$ cat src/rtl/kehs_pkg.sv
// Package for the key exchange handshake engine: phase codes, register
// indexes, link characters and the structs passed between the engine parts.
// No dependencies.
`default_nettype none

package kehs_pkg;

   localparam logic [7:0]  CH_C          = 8'h43;
   localparam logic [7:0]  CH_A          = 8'h41;
   localparam logic [15:0] TIMEOUT_RESET = 16'd1000;

   // beats of a key group: lead byte, four key bytes, four modulus bytes
   localparam int unsigned GROUP_BEATS = 9;
   localparam int unsigned BEAT_W      = $clog2(GROUP_BEATS);
   localparam logic [BEAT_W-1:0] LAST_BEAT = BEAT_W'(GROUP_BEATS - 1);

   // peer key arrives as eight bytes; seven are held before the last one
   localparam int unsigned KEY_BYTES = 8;
   localparam int unsigned KCNT_W    = $clog2(KEY_BYTES);
   localparam logic [KCNT_W-1:0] KCNT_LAST = KCNT_W'(KEY_BYTES - 1);

   typedef enum logic [1:0] {
      CSR_IS_SERVER = 2'd0,
      CSR_OWN_KEY   = 2'd1,
      CSR_OWN_MOD   = 2'd2,
      CSR_TIMEOUT   = 2'd3
   } csr_index_type;

   typedef enum logic [7:0] {
      PH_CL_START  = 8'b0000_0001,
      PH_CL_ACK    = 8'b0000_0010,
      PH_CL_KEY    = 8'b0000_0100,
      PH_SV_LISTEN = 8'b0000_1000,
      PH_SV_KEY1   = 8'b0001_0000,
      PH_SV_ACK    = 8'b0010_0000,
      PH_SV_KEY2   = 8'b0100_0000,
      PH_DONE      = 8'b1000_0000
   } phase_type;

   // what one input asks the emitter to send
   typedef struct packed {
      logic       valid;
      logic [7:0] lead;
      logic       group;
      logic       has_byte;
      logic       connected;
   } plan_type;

   typedef struct packed {
      logic [31:0] own_key;
      logic [31:0] own_mod;
      logic [31:0] peer_key;
      logic [31:0] peer_mod;
   } keys_type;

endpackage

`default_nettype wire

$ cat src/rtl/kehs_fsm.sv
// Handshake state machine: configuration registers, phase, wait timer and
// peer key assembly. Produces at most one send plan per accepted item. Uses kehs_pkg.
`default_nettype none

module kehs_fsm import kehs_pkg::*; (
   input  wire logic        clock,
   input  wire logic        reset,
   input  wire logic        accept,
   input  wire logic        req_type,
   input  wire logic [7:0]  rx_byte,
   input  wire logic        csr_we,
   input  wire logic [1:0]  csr_index,
   input  wire logic [31:0] csr_wdata,
   output plan_type         plan,
   output keys_type         keys
);

   logic                is_server_ff;
   logic [31:0]         own_key_ff;
   logic [31:0]         own_mod_ff;
   logic [15:0]         timeout_ff;
   phase_type           phase_ff, phase_in;
   logic [KCNT_W-1:0]   bytes_ff, bytes_in;
   logic [15:0]         wait_ff, wait_in;
   logic [55:0]         shift_ff, shift_in;
   logic [31:0]         peer_key_ff, peer_key_in;
   logic [31:0]         peer_mod_ff, peer_mod_in;
   plan_type            plan_in;

   logic [15:0]         wait_inc;
   logic                expired;
   logic                key_done;
   csr_index_type       csr_sel;

   assign csr_sel  = csr_index_type'(csr_index);
   assign wait_inc = (wait_ff == 16'hFFFF) ? wait_ff : wait_ff + 16'd1;
   assign expired  = (wait_inc >= timeout_ff);
   assign key_done = (bytes_ff == KCNT_LAST);

   always_comb begin
      phase_in    = phase_ff;
      bytes_in    = bytes_ff;
      wait_in     = wait_ff;
      shift_in    = shift_ff;
      peer_key_in = peer_key_ff;
      peer_mod_in = peer_mod_ff;
      plan_in     = '0;

      unique case (phase_ff)
         PH_CL_START: begin
            plan_in  = '{valid: 1'b1, lead: CH_C, group: 1'b1, has_byte: 1'b1,
                         connected: 1'b0};
            phase_in = PH_CL_ACK;
            wait_in  = '0;
            bytes_in = '0;
         end
         PH_CL_ACK, PH_CL_KEY, PH_SV_LISTEN, PH_SV_KEY1, PH_SV_KEY2, PH_SV_ACK: begin
            if (req_type) begin
               wait_in = wait_inc;
               if (expired) begin
                  wait_in  = '0;
                  bytes_in = '0;
                  if (phase_ff == PH_CL_ACK || phase_ff == PH_CL_KEY) begin
                     // resend the key group and wait for 'A' again
                     plan_in  = '{valid: 1'b1, lead: CH_C, group: 1'b1,
                                  has_byte: 1'b1, connected: 1'b0};
                     phase_in = PH_CL_ACK;
                  end else begin
                     phase_in = PH_SV_LISTEN;
                  end
               end
            end else if (phase_ff == PH_CL_KEY || phase_ff == PH_SV_KEY1 ||
                         phase_ff == PH_SV_KEY2) begin
               if (key_done) begin
                  peer_key_in = shift_ff[31:0];
                  peer_mod_in = {rx_byte, shift_ff[55:32]};
                  wait_in     = '0;
                  bytes_in    = '0;
                  if (phase_ff == PH_CL_KEY) begin
                     plan_in  = '{valid: 1'b1, lead: CH_A, group: 1'b0,
                                  has_byte: 1'b1, connected: 1'b1};
                     phase_in = PH_DONE;
                  end else begin
                     if (phase_ff == PH_SV_KEY1) begin
                        plan_in = '{valid: 1'b1, lead: CH_A, group: 1'b1,
                                    has_byte: 1'b1, connected: 1'b0};
                     end
                     phase_in = PH_SV_ACK;
                  end
               end else begin
                  shift_in = {rx_byte, shift_ff[55:8]};
                  bytes_in = bytes_ff + KCNT_W'(1);
               end
            end else begin
               // single-byte waits: any byte restarts the wait
               wait_in  = '0;
               bytes_in = '0;
               if (phase_ff == PH_CL_ACK && rx_byte == CH_A) begin
                  phase_in = PH_CL_KEY;
               end else if (phase_ff == PH_SV_LISTEN && rx_byte == CH_C) begin
                  phase_in = PH_SV_KEY1;
               end else if (phase_ff == PH_SV_ACK && rx_byte == CH_A) begin
                  plan_in  = '{valid: 1'b1, lead: 8'h00, group: 1'b0,
                               has_byte: 1'b0, connected: 1'b1};
                  phase_in = PH_DONE;
               end else if (phase_ff == PH_SV_ACK && rx_byte == CH_C) begin
                  phase_in = PH_SV_KEY2;
               end
            end
         end
         PH_DONE: begin
         end
         default: begin
            phase_in = is_server_ff ? PH_SV_LISTEN : PH_CL_START;
            wait_in  = '0;
            bytes_in = '0;
         end
      endcase
   end

   always_ff @(posedge clock) begin
      if (reset) begin
         is_server_ff <= 1'b0;
         own_key_ff   <= '0;
         own_mod_ff   <= '0;
         timeout_ff   <= TIMEOUT_RESET;
         phase_ff     <= PH_CL_START;
         bytes_ff     <= '0;
         wait_ff      <= '0;
         peer_key_ff  <= '0;
         peer_mod_ff  <= '0;
      end else if (csr_we) begin
         unique case (csr_sel)
            CSR_IS_SERVER: begin
               is_server_ff <= csr_wdata[0];
               phase_ff     <= csr_wdata[0] ? PH_SV_LISTEN : PH_CL_START;
               bytes_ff     <= '0;
               wait_ff      <= '0;
            end
            CSR_OWN_KEY: own_key_ff <= csr_wdata;
            CSR_OWN_MOD: own_mod_ff <= csr_wdata;
            CSR_TIMEOUT: timeout_ff <= csr_wdata[15:0];
         endcase
      end else if (accept) begin
         phase_ff    <= phase_in;
         bytes_ff    <= bytes_in;
         wait_ff     <= wait_in;
         peer_key_ff <= peer_key_in;
         peer_mod_ff <= peer_mod_in;
      end
   end

   // partial key bytes carry no reset; the byte count decides what is used
   always_ff @(posedge clock) begin
      if (accept) begin
         shift_ff <= shift_in;
      end
   end

   assign plan = accept ? plan_in : '0;
   assign keys = '{own_key: own_key_ff, own_mod: own_mod_ff,
                   peer_key: peer_key_ff, peer_mod: peer_mod_ff};

`ifndef SYNTH
   a_conn_done: assert property (@(posedge clock) disable iff (reset)
      accept && plan_in.connected && !csr_we |=> phase_ff == PH_DONE)
      else $error("connected plan did not reach done phase");
   a_done_quiet: assert property (@(posedge clock) disable iff (reset)
      phase_ff == PH_DONE |-> !plan_in.valid)
      else $error("done phase produced a plan");
   a_key_count: assert property (@(posedge clock) disable iff (reset)
      accept && !csr_we && bytes_ff != '0 && phase_in != PH_DONE &&
      phase_in != PH_SV_ACK && !req_type
      |=> bytes_ff == $past(bytes_ff) + KCNT_W'(1) || bytes_ff == '0)
      else $error("key byte count skipped");
`endif

endmodule

`default_nettype wire

$ cat src/rtl/kehs_emit.sv
// Result serializer: holds one send plan and issues its beats, a full key
// group or a single beat, one per cycle while rsp_tready is high. Uses kehs_pkg.
`default_nettype none

module kehs_emit import kehs_pkg::*; (
   input  wire logic        clock,
   input  wire logic        reset,
   input  plan_type         plan,
   input  keys_type         keys,
   output logic             plan_ready,
   output logic             rsp_tvalid,
   input  wire logic        rsp_tready,
   output logic [71:0]      rsp_tdata,
   output logic [1:0]       rsp_tuser,
   output logic             rsp_tlast
);

   logic              valid_ff, valid_in;
   logic [BEAT_W-1:0] beat_ff, beat_in;
   logic [7:0]        lead_ff;
   logic              group_ff;
   logic              has_byte_ff;
   logic              connected_ff;
   logic              last;
   logic [7:0]        tx_byte;

   assign last       = !group_ff || (beat_ff == LAST_BEAT);
   assign plan_ready = !valid_ff || (rsp_tready && last);

   always_comb begin
      valid_in = valid_ff;
      beat_in  = beat_ff;
      if (plan.valid) begin
         valid_in = 1'b1;
         beat_in  = '0;
      end else if (valid_ff && rsp_tready) begin
         if (last) begin
            valid_in = 1'b0;
         end else begin
            beat_in = beat_ff + BEAT_W'(1);
         end
      end
   end

   always_ff @(posedge clock) begin
      if (reset) begin
         valid_ff <= 1'b0;
         beat_ff  <= '0;
      end else begin
         valid_ff <= valid_in;
         beat_ff  <= beat_in;
      end
   end

   always_ff @(posedge clock) begin
      if (plan.valid) begin
         lead_ff      <= plan.lead;
         group_ff     <= plan.group;
         has_byte_ff  <= plan.has_byte;
         connected_ff <= plan.connected;
      end
   end

   always_comb begin
      unique case (beat_ff)
         BEAT_W'(1): tx_byte = keys.own_key[7:0];
         BEAT_W'(2): tx_byte = keys.own_key[15:8];
         BEAT_W'(3): tx_byte = keys.own_key[23:16];
         BEAT_W'(4): tx_byte = keys.own_key[31:24];
         BEAT_W'(5): tx_byte = keys.own_mod[7:0];
         BEAT_W'(6): tx_byte = keys.own_mod[15:8];
         BEAT_W'(7): tx_byte = keys.own_mod[23:16];
         BEAT_W'(8): tx_byte = keys.own_mod[31:24];
         default:    tx_byte = lead_ff;
      endcase
   end

   assign rsp_tvalid = valid_ff;
   assign rsp_tdata  = {keys.peer_mod, keys.peer_key, tx_byte};
   assign rsp_tuser  = {connected_ff, has_byte_ff};
   assign rsp_tlast  = last;

`ifndef SYNTH
   a_load_free: assert property (@(posedge clock) disable iff (reset)
      plan.valid |-> !valid_ff || (rsp_tready && last))
      else $error("plan loaded over a pending beat");
   a_beat_range: assert property (@(posedge clock) disable iff (reset)
      valid_ff |-> beat_ff <= LAST_BEAT)
      else $error("beat counter out of range");
   a_group_cont: assert property (@(posedge clock) disable iff (reset)
      valid_ff && rsp_tready && !last |=> valid_ff && beat_ff == $past(beat_ff) + BEAT_W'(1))
      else $error("key group broken off");
   a_nobyte_conn: assert property (@(posedge clock) disable iff (reset)
      valid_ff && !has_byte_ff |-> connected_ff && last && tx_byte == 8'h00)
      else $error("empty beat that is not the connect beat");
`endif

endmodule

`default_nettype wire

$ cat src/rtl/key_exchange_handshake_fsm_core.sv
// The first result beat of an item is presented in the cycle after the item is accepted.
// Result beats go out one per cycle while rsp_tready is high; an item causing N beats (up to 9,
// set by the key group serializer) holds the input until its last beat is taken.
// Reset (synchronous, active high): client role, start phase, timeout 1000 ticks,
// keys cleared, no beat pending.
`default_nettype none

module key_exchange_handshake_fsm_core import kehs_pkg::*; (
   input  wire logic        clock,
   input  wire logic        reset,
   input  wire logic        req_tvalid,
   output logic             req_tready,
   input  wire logic [7:0]  req_tdata,   // [7:0] rx_byte
   input  wire logic        req_tuser,   // [0] req_type
   output logic             rsp_tvalid,
   input  wire logic        rsp_tready,
   output logic [71:0]      rsp_tdata,   // [7:0] tx_byte, [39:8] peer_public_key,
                                         // [71:40] peer_modulus
   output logic [1:0]       rsp_tuser,   // [0] has_byte, [1] connected
   output logic             rsp_tlast,
   input  wire logic        csr_we,
   input  wire logic [1:0]  csr_index,
   input  wire logic [31:0] csr_wdata
);

   plan_type plan;
   keys_type keys;
   logic     plan_ready;
   logic     accept;

   // hold off input beats during reset and register writes
   assign req_tready = plan_ready && !reset && !csr_we;
   assign accept     = req_tvalid && req_tready;

   kehs_fsm u_fsm (
      .clock     (clock),
      .reset     (reset),
      .accept    (accept),
      .req_type  (req_tuser),
      .rx_byte   (req_tdata),
      .csr_we    (csr_we),
      .csr_index (csr_index),
      .csr_wdata (csr_wdata),
      .plan      (plan),
      .keys      (keys)
   );

   kehs_emit u_emit (
      .clock      (clock),
      .reset      (reset),
      .plan       (plan),
      .keys       (keys),
      .plan_ready (plan_ready),
      .rsp_tvalid (rsp_tvalid),
      .rsp_tready (rsp_tready),
      .rsp_tdata  (rsp_tdata),
      .rsp_tuser  (rsp_tuser),
      .rsp_tlast  (rsp_tlast)
   );

endmodule

`default_nettype wire

$ cat config.mk
export PLATFORM = sky130hd
export DESIGN_NAME = key_exchange_handshake_fsm_core
export DESIGN_NICKNAME = d
export VERILOG_FILES = /design/src/rtl/kehs_pkg.sv /design/src/rtl/kehs_fsm.sv /design/src/rtl/kehs_emit.sv /design/src/rtl/key_exchange_handshake_fsm_core.sv
export SDC_FILE = /design/constraint.sdc
export NUM_CORES = 1
export LEC_CHECK = 0
export BUFFER_PORTS_ARGS = -buffer_cell sky130_fd_sc_hd__buf_4
export CAP_MARGIN = 20
export CORE_ASPECT_RATIO = 0.6
export CORE_UTILIZATION = 45
export DETAILED_ROUTE_END_ITERATION = 8
export GPL_ROUTABILITY_DRIVEN = 0
export PLACE_DENSITY = 0.67
export REMOVE_ABC_BUFFERS = 1
export SYNTH_ARGS = -nofsm -noshare
export SYNTH_HDL_FRONTEND = slang
export SYNTH_SLANG_ARGS = --single-unit
export TNS_END_PERCENT = 50
$ cat constraint.sdc
create_clock -name clock -period 7.2 [get_ports clock]
set_input_delay 1.08 -clock clock [delete_from_list [all_inputs] [get_ports clock]]
set_output_delay 1.08 -clock clock [all_outputs]
set_load 0.05 [all_outputs]
==> run summary, run 1 <==
LOGIC SYNTHESIS
----------------------------------------------------------------------------------------
EDFF count, synth .........................................................           60
Mean instance size in the synthesized netlist .............................   8.749 um^2
Flip-flop and latch count after synthesis .................................          237
Post-synth cell types .....................................................           68
FFs w/ async S/R, synth ...................................................           0%
Post-Syn Instances ........................................................         1208
Dominant synthesized flop cell ............................................      dfxtp_1
Register area share after synthesis .......................................       50.57%
Synthesized cell area ..................................................... 0.01057 mm^2
Yosys synthesis warning count .............................................            0

RUN STATUS
----------------------------------------------------------------------------------------
Status .................................................................... complete, no violations

TIMING
----------------------------------------------------------------------------------------
Setup tns final ...........................................................         0 ns
Final period util .........................................................       62.17%
Final setup vio count .....................................................            0
Worst slew margin relative to its limit ...................................       29.74%
Final critical path time including I/O delays and setup ...................     4.476 ns
Achievable frequency ......................................................    223.4 MHz
Number of hold violations in the final report .............................            0
Final Skew ................................................................   0.02342 ns
Setup ws final ............................................................     2.724 ns
Min Hold Slack ............................................................    0.4331 ns
Unrepaired setup endpoints after global routing ...........................        false
Pin slew with the least headroom to its limit .............................     1.054 ns
Count of final max-slew check failures ....................................            0

CTS
----------------------------------------------------------------------------------------
Quantity of hold-fixing buffers added after cts ...........................            0
CTS tree ..................................................................         done
Clk Latency, worst-skew pair ..............................................      0.52 ns
Root Buffer Master ........................................................    clkbuf_16
CTS clock-pin slew for the worst setup and hold paths .....................      0.07 ns
Number of clock sinks .....................................................          237
Maximum clock insertion buffer count ......................................            3
TritonCTS buffer count ....................................................           23
Post-CTS repair timing setup buffer count .................................            0
Deepest level of the CTS H-tree ...........................................            1
Post-cts gate resize count ................................................            0

WORST SETUP PATH
----------------------------------------------------------------------------------------
Worst stage delay on the critical path ....................................      0.70 ns
Chain of cells forming the critical path .................................. ha_1, nand3_1, nor3_1, nand2_1, a31oi_1, ha_1, and2_1, a221o_1, a211oi_1, and4_1, nor2_2, mux2_4
Count of cells along the worst register-to-register path ..................           12
WP buf/inv ................................................................            0
Critical Setup Path Class .................................................   reg -> reg
Worst setup path startpoint ............................................... u_fsm.wait_ff[0]$_SDFFE_PP0P_
Startpoint type of the worst setup path ...................................         flop
Number of cells on the critical path ......................................           12
Startpoint of the most critical register-to-register path ................. u_fsm.wait_ff[0]$_SDFFE_PP0P_
Critical path capture point ............................................... u_fsm.bytes_ff[0]$_SDFFE_PP0P_
Data arrival time at the worst-slack endpoint .............................      4.89 ns
Reg-to-reg endpoint ....................................................... u_fsm.bytes_ff[0]$_SDFFE_PP0P_
Most common cell on crit path .............................................         ha_1
Endpoint required time on the critical path ...............................      7.61 ns
Largest fanout on the critical path .......................................           15
Flop2flop setup slack .....................................................      2.72 ns
Kind of cell adding the most delay to the critical path ................... simple AND/OR/NAND/NOR gates
Cell type of the slowest stage on the worst timing path ...................       and4_1
Critical Path End Type ....................................................         flop

FINISH
----------------------------------------------------------------------------------------
Area Growth Syn to Fin ....................................................       13.59%
Share of cells above drive strength 1 .....................................       15.54%
Final Instance Area ....................................................... 0.01201 mm^2
Filler Cells Inserted .....................................................         2128
Post-route insts no fill ..................................................         1557
ANT cells .................................................................            0
Final nets ................................................................         1297
Most frequent cells in the layout ......................................... 336 x nand2_1, 177 x dfxtp_1, 169 x a21oi_1
Most frequent standard cell in the layout excluding fill and tap cells ....      nand2_1
Utilization of the core after routing .....................................       52.01%

DETAILED ROUTING
----------------------------------------------------------------------------------------
Average routed wire per standard cell .....................................     16.31 um
Router iterations before antenna repair ...................................            7
DRT Wirelength ............................................................     25.39 mm
Antenna-violating nets left ...............................................            0
Via count .................................................................         8390
Drt first-iter violations .................................................          731
Detailed-route DRC error count ............................................            0
Vias per Instance .........................................................        5.389

PLACEMENT
----------------------------------------------------------------------------------------
Placed standard-cell area ................................................. 0.01117 mm^2
Buffers added on ports ....................................................          124
Total half-perimeter wirelength after legalization and detailed placement .     16.71 mm
Place WS ..................................................................     2.779 ns
Placed cell count .........................................................         1515

POWER
----------------------------------------------------------------------------------------
PwrDens ................................................................... 235.9 mW/mm^2
Worst IR drop on VDD ......................................................  0.0001380 V
Static leakage ............................................................     4.433 nW
Total power draw ..........................................................     2.832 mW

FLOORPLAN
----------------------------------------------------------------------------------------
Core outline area ......................................................... 0.02308 mm^2
Floorplan row count .......................................................           43
Vertical extent of the die ................................................     120.7 um
Die Outline Area .......................................................... 0.02412 mm^2
Initial core utilization ..................................................       45.79%
Die W .....................................................................     199.9 um
I/O pins ..................................................................          125

GRT
----------------------------------------------------------------------------------------
Via count of the first global-routing pass ................................         7379
Overall Global Routing Usage ..............................................       20.59%
Maximum number of pins on one net before global-route repair ..............           93
First-pass GRT wire length ................................................     39.59 mm
Number of antenna violations at the first check in global routing .........            0
Gr ovfl total .............................................................            0

RUN
----------------------------------------------------------------------------------------
Number of max-capacitance violations reported .............................            0

HOLD PATH
----------------------------------------------------------------------------------------
Worst min-delay path category .............................................   reg -> reg

state kept, by name, indices dropped and copies added, names as in the netlist, 8 cells and up:
register           count
u_fsm.own_key_ff      32
u_fsm.own_mod_ff      32
u_fsm.peer_key_ff     32
u_fsm.peer_mod_ff     32
u_fsm.phase_ff         8
u_fsm.shift_ff        56
u_fsm.timeout_ff      16
u_fsm.wait_ff         16
routing by layer:
layer | track usage (%) | vias to the layer above | wire, um | part of all wire (%)
met2 | 28.75 | 222 | 10520 | 41
met4 | 3.244 | 0 | 248 | 0.98
li1 | - | 4144 | - | -
met5 | 0 | - | 0 | 0
met1 | 32.90 | 4003 | 12940 | 51
met3 | 3.543 | 21 | 1672 | 6.6
synth_stat cells, drive strengths merged (8+ instances only):
cell type | instances | area (um^2)
nand2 | 336 | 1261
dfxtp | 177 | 3543
a21oi | 169 | 845.8
buf | 76 | 568.0
clkbuf | 66 | 247.7
edfxtp | 60 | 1802
nand3 | 34 | 170.2
nor2 | 32 | 122.6
ha | 23 | 287.8
inv | 21 | 78.83
nor3 | 16 | 85.08
o21ai | 13 | 65.06
nand4 | 12 | 90.09
a22oi | 11 | 82.58
and3 | 10 | 62.56
mux2i | 10 | 100.1
o211ai | 10 | 80.07
a31oi | 9 | 77.57
xor2 | 8 | 70.07
where the power goes:
part	internal [mW]	leakage (nW)	switching [mW]	total [mW]
clock	0.785	0.400	0.521	1.31
combinational	0.0481	2.06	0.0918	0.140
sequential	1.38	1.97	0.0103	1.39
total	2.21	4.43	0.623	2.83
worst min path at each step:
| stage | startpoint | to | slack [ns] | depth (start not counted) |
|---|---|---|---|---|
| after global routing | u_fsm.shift_ff[38]$_DFFE_PP_ | u_fsm.shift_ff[30]$_DFFE_PP_ | 0.45 | 0 |
| after floorplan | u_fsm.own_mod_ff[25]$_SDFFE_PP0P_ | u_fsm.own_mod_ff[25]$_SDFFE_PP0P_ | 0.43 | 2 |
| after CTS | u_fsm.shift_ff[52]$_DFFE_PP_ | u_fsm.shift_ff[44]$_DFFE_PP_ | 0.44 | 0 |
| after global placement | u_fsm.shift_ff[25]$_DFFE_PP_ | u_fsm.shift_ff[17]$_DFFE_PP_ | 0.43 | 0 |
| after detailed placement | u_fsm.shift_ff[24]$_DFFE_PP_ | u_fsm.shift_ff[16]$_DFFE_PP_ | 0.43 | 0 |
| final | u_fsm.shift_ff[52]$_DFFE_PP_ | u_fsm.shift_ff[44]$_DFFE_PP_ | 0.43 | 0 |
layout make-up:
type	count	area, um^2	area share, %
clock buffers	30	651.9	5.430
clock inverters	11	168.9	1.407
inverters	22	82.58	0.6879
multi-input cells	807	4345	36.20
flip-flops and latches	237	5345	44.52
well taps	315	394.1	3.283
repair buffers	135	1017	8.473
cells by family (layout without fill, tap and decap cells):
kind of cell	Yosys count	count (layout)	synth area share (%)
AOI/OAI and AO/OA	262	262	14.87
xor gates and xnor gates	13	13	1.077
adders and majority gates	23	23	2.723
buffers and inverters	164	198	8.500
DFF	237	237	50.57
muxes	13	13	1.302
and+or+nand+nor	496	496	20.95
Power figures use the tool's default switching activity.
==> inputs of run 2 (changes only) <==
Clock period 7.2 ns to 3.8 ns, I/O delays scaled along.
==> run 2 against run 1 <==
Compared with the run above:
- core utilization up 0.85 points
- sequential cell count did not move
- critical path depth did not move
- hold slack lost 0.17 ns
- sequential share of layout area is 0.63 points lower
- power is 81% higher
- clock power is 70% higher
- worst setup slack worse by 2.7 ns
- final area is 1.6% higher
- critical path type unchanged
- critical endpoint is now u_emit.lead_ff[1]$_SDFFCE_PN0P_
- highest routed layer unchanged
==> run summary, run 2 (synthesis gave the netlist of run 1 again) <==
PLACEMENT
----------------------------------------------------------------------------------------
Buffers added on ports ....................................................          124   unchanged
Place WS ..................................................................   0.04087 ns   -2.738 ns
Total half-perimeter wirelength after legalization and detailed placement .     17.12 mm   +2.5%
Placed standard-cell area ................................................. 0.01140 mm^2   +2.0%

RUN STATUS
----------------------------------------------------------------------------------------
Status .................................................................... complete, no violations

POWER
----------------------------------------------------------------------------------------
PwrDens ................................................................... 420.7 mW/mm^2   +78%
Worst IR drop on VDD ......................................................  0.0003120 V   +130%
Static leakage ............................................................     4.548 nW   +2.6%

FINISH
----------------------------------------------------------------------------------------
Area Growth Syn to Fin ....................................................       15.44%
Share of cells above drive strength 1 .....................................       17.84%   +2.3 points
Final nets ................................................................         1322   +1.9%
Final Instance Area ....................................................... 0.01220 mm^2   +1.6%
Most frequent standard cell in the layout excluding fill and tap cells ....      nand2_1
Largest register FFs ......................................................           56   unchanged
Most frequent cells in the layout ......................................... 336 x nand2_1, 171 x dfxtp_1, 168 x a21oi_1
Largest reg by FF count ................................................... u_fsm.shift_ff
ANT cells .................................................................            0   unchanged

CTS
----------------------------------------------------------------------------------------
TritonCTS buffer count ....................................................           23   unchanged
Number of clock sinks .....................................................          237   unchanged
Deepest level of the CTS H-tree ...........................................            1   unchanged
Root Buffer Master ........................................................    clkbuf_16
Clk Latency, worst-skew pair ..............................................      0.52 ns   about the same
Quantity of hold-fixing buffers added after cts ...........................            0   unchanged
CTS tree ..................................................................         done
Maximum clock insertion buffer count ......................................            3   unchanged
CTS clock-pin slew for the worst setup and hold paths .....................      0.07 ns   about the same

TIMING
----------------------------------------------------------------------------------------
Setup tns final ...........................................................         0 ns   unchanged
Final setup vio count .....................................................            0   unchanged
Pin slew with the least headroom to its limit .............................    0.8294 ns   -0.2244 ns
Min Hold Slack ............................................................    0.2599 ns   -0.1732 ns
Count of final max-slew check failures ....................................            0   unchanged
Setup ws final ............................................................   0.02348 ns   -2.701 ns
Number of hold violations in the final report .............................            0   unchanged
Final Skew ................................................................   0.01804 ns   -0.005379 ns
Worst slew margin relative to its limit ...................................       44.70%   +15 points
Final critical path time including I/O delays and setup ...................     3.777 ns   -0.6994 ns
Final period util .........................................................       99.38%   +37 points
Achievable frequency ......................................................    264.8 MHz   +19%

DETAILED ROUTING
----------------------------------------------------------------------------------------
DRT Wirelength ............................................................     25.83 mm   +1.7%
Router iterations before antenna repair ...................................            5   -2
Average routed wire per standard cell .....................................     16.33 um   +0.12%
Detailed-route DRC error count ............................................            0   unchanged
Drt first-iter violations .................................................          936   +28%
Antenna-violating nets left ...............................................            0   unchanged
Via count .................................................................         8645   +3.0%
Vias per Instance .........................................................        5.465   +1.4%

FLOORPLAN
----------------------------------------------------------------------------------------
Vertical extent of the die ................................................     120.7 um   unchanged
Core outline area ......................................................... 0.02308 mm^2   unchanged
I/O pins ..................................................................          125   unchanged
Die W .....................................................................     199.9 um   unchanged
Initial core utilization ..................................................       45.79%   unchanged
Die Outline Area .......................................................... 0.02412 mm^2   unchanged
Floorplan row count .......................................................           43   unchanged

GRT
----------------------------------------------------------------------------------------
Maximum number of pins on one net before global-route repair ..............          163   +75%
Via count of the first global-routing pass ................................         7625   +3.3%
Number of antenna violations at the first check in global routing .........            0   unchanged
Gr ovfl total .............................................................            0   unchanged
Overall Global Routing Usage ..............................................       20.75%   +0.16 points
First-pass GRT wire length ................................................     40.21 mm   +1.6%

WORST SETUP PATH
----------------------------------------------------------------------------------------
Critical Path End Type ....................................................         flop
Endpoint required time on the critical path ...............................      4.04 ns   -3.57 ns
Critical Setup Path Class .................................................   reg -> reg
Startpoint type of the worst setup path ...................................         flop
Data arrival time at the worst-slack endpoint .............................      4.02 ns   -0.87 ns
Largest fanout on the critical path .......................................            6   -9

HOLD PATH
----------------------------------------------------------------------------------------
Worst min-delay path category .............................................    in -> reg

RUN
----------------------------------------------------------------------------------------
Number of max-capacitance violations reported .............................            0   unchanged

## run 2: cell types whose count changed in the layout (fill, tap and decap cells not counted), moves of 2 or more
cell / before / now
buf_4: 134 / 157
clkbuf_1: 2 / 8
buf_12: 0 / 3
nor3_1: 15 / 13
bufinv_16: 4 / 1
and4_4: 0 / 2
dfxtp_2: 0 / 5
dfxtp_1: 177 / 171
and4_1: 5 / 3
clkinvlp_4: 2 / 0
## run 2: critical path, stage by stage (launching register included)
cell and delay (ns):
dfxtp_4 0.38, and4_4 0.24, nand4_1 0.21, nor2_1 0.17, mux2_2 0.36, ha_1 0.30
and4_4 0.23, nand4_1 0.18, or4_4 0.59, and3_1 0.22, a211o_1 0.28, a21oi_2 0.16
buf_4 0.15
## run 2: final cells by class
class | instances | area [um^2]
Sequential cell | 237 | 5355
Timing Repair Buffer | 160 | 1239
Inverter | 22 | 82.58
Tap cell | 315 | 394.1
Multi-Input combinational cell | 807 | 4407
Clock buffer | 35 | 660.6
Fill cell | 2138 | 10880
Clock inverter | 6 | 62.56
## run 2: worst paths after layout
check                                                    from                         endpoint  slack (ns)  depth (start not counted)
worst max-delay path            u_fsm.wait_ff[3]$_SDFFE_PP0P_  u_emit.lead_ff[1]$_SDFFCE_PN0P_        0.02                         12
worst max register to register  u_fsm.wait_ff[3]$_SDFFE_PP0P_  u_emit.lead_ff[1]$_SDFFCE_PN0P_        0.02                         12
worst min-delay path                             req_tdata[4]     u_fsm.shift_ff[52]$_DFFE_PP_        0.26                          1
worst min register to register   u_fsm.shift_ff[27]$_DFFE_PP_     u_fsm.shift_ff[19]$_DFFE_PP_        0.44                          0
## run 2: what timing repair did
item | 4_1_cts | 5_1_grt
resized for setup | 2 | 17
gates cloned | 0 | 0
buffers inserted | 0 | 1
endpoints found under the setup margin | 3 | 38
pin swaps | 1 | 4
## run 2: power breakdown
part	internal (mW)	leakage [nW]	switching [mW]	total, mW
Combinational	0.0991	2.22	0.179	0.278
Clock	1.27	0.354	0.960	2.23
Sequential	2.61	1.98	0.0192	2.63
Total	3.97	4.55	1.16	5.13
## run 2: per-layer routing
layer	part of all wire [%]	GRT usage (%)	vias to the layer above
met5	0	0	-
met4	1.5	3.912	0
met2	41	28.97	283
met3	6.9	2.873	33
li1	-	-	4210
met1	51	33.35	4119
## run 2: stage by stage
step / utilization [%] / power, mW / cells
final: 52.86 / 5.133 / 1582
after detailed placement: 49.38 / 2.953 / 1540
after global placement: 49.38 / 2.950 / 1540
after CTS: 52.55 / 5.173 / 1581
after floorplan: - / 2.804 / 1066
after global routing: 52.86 / 5.306 / 1582
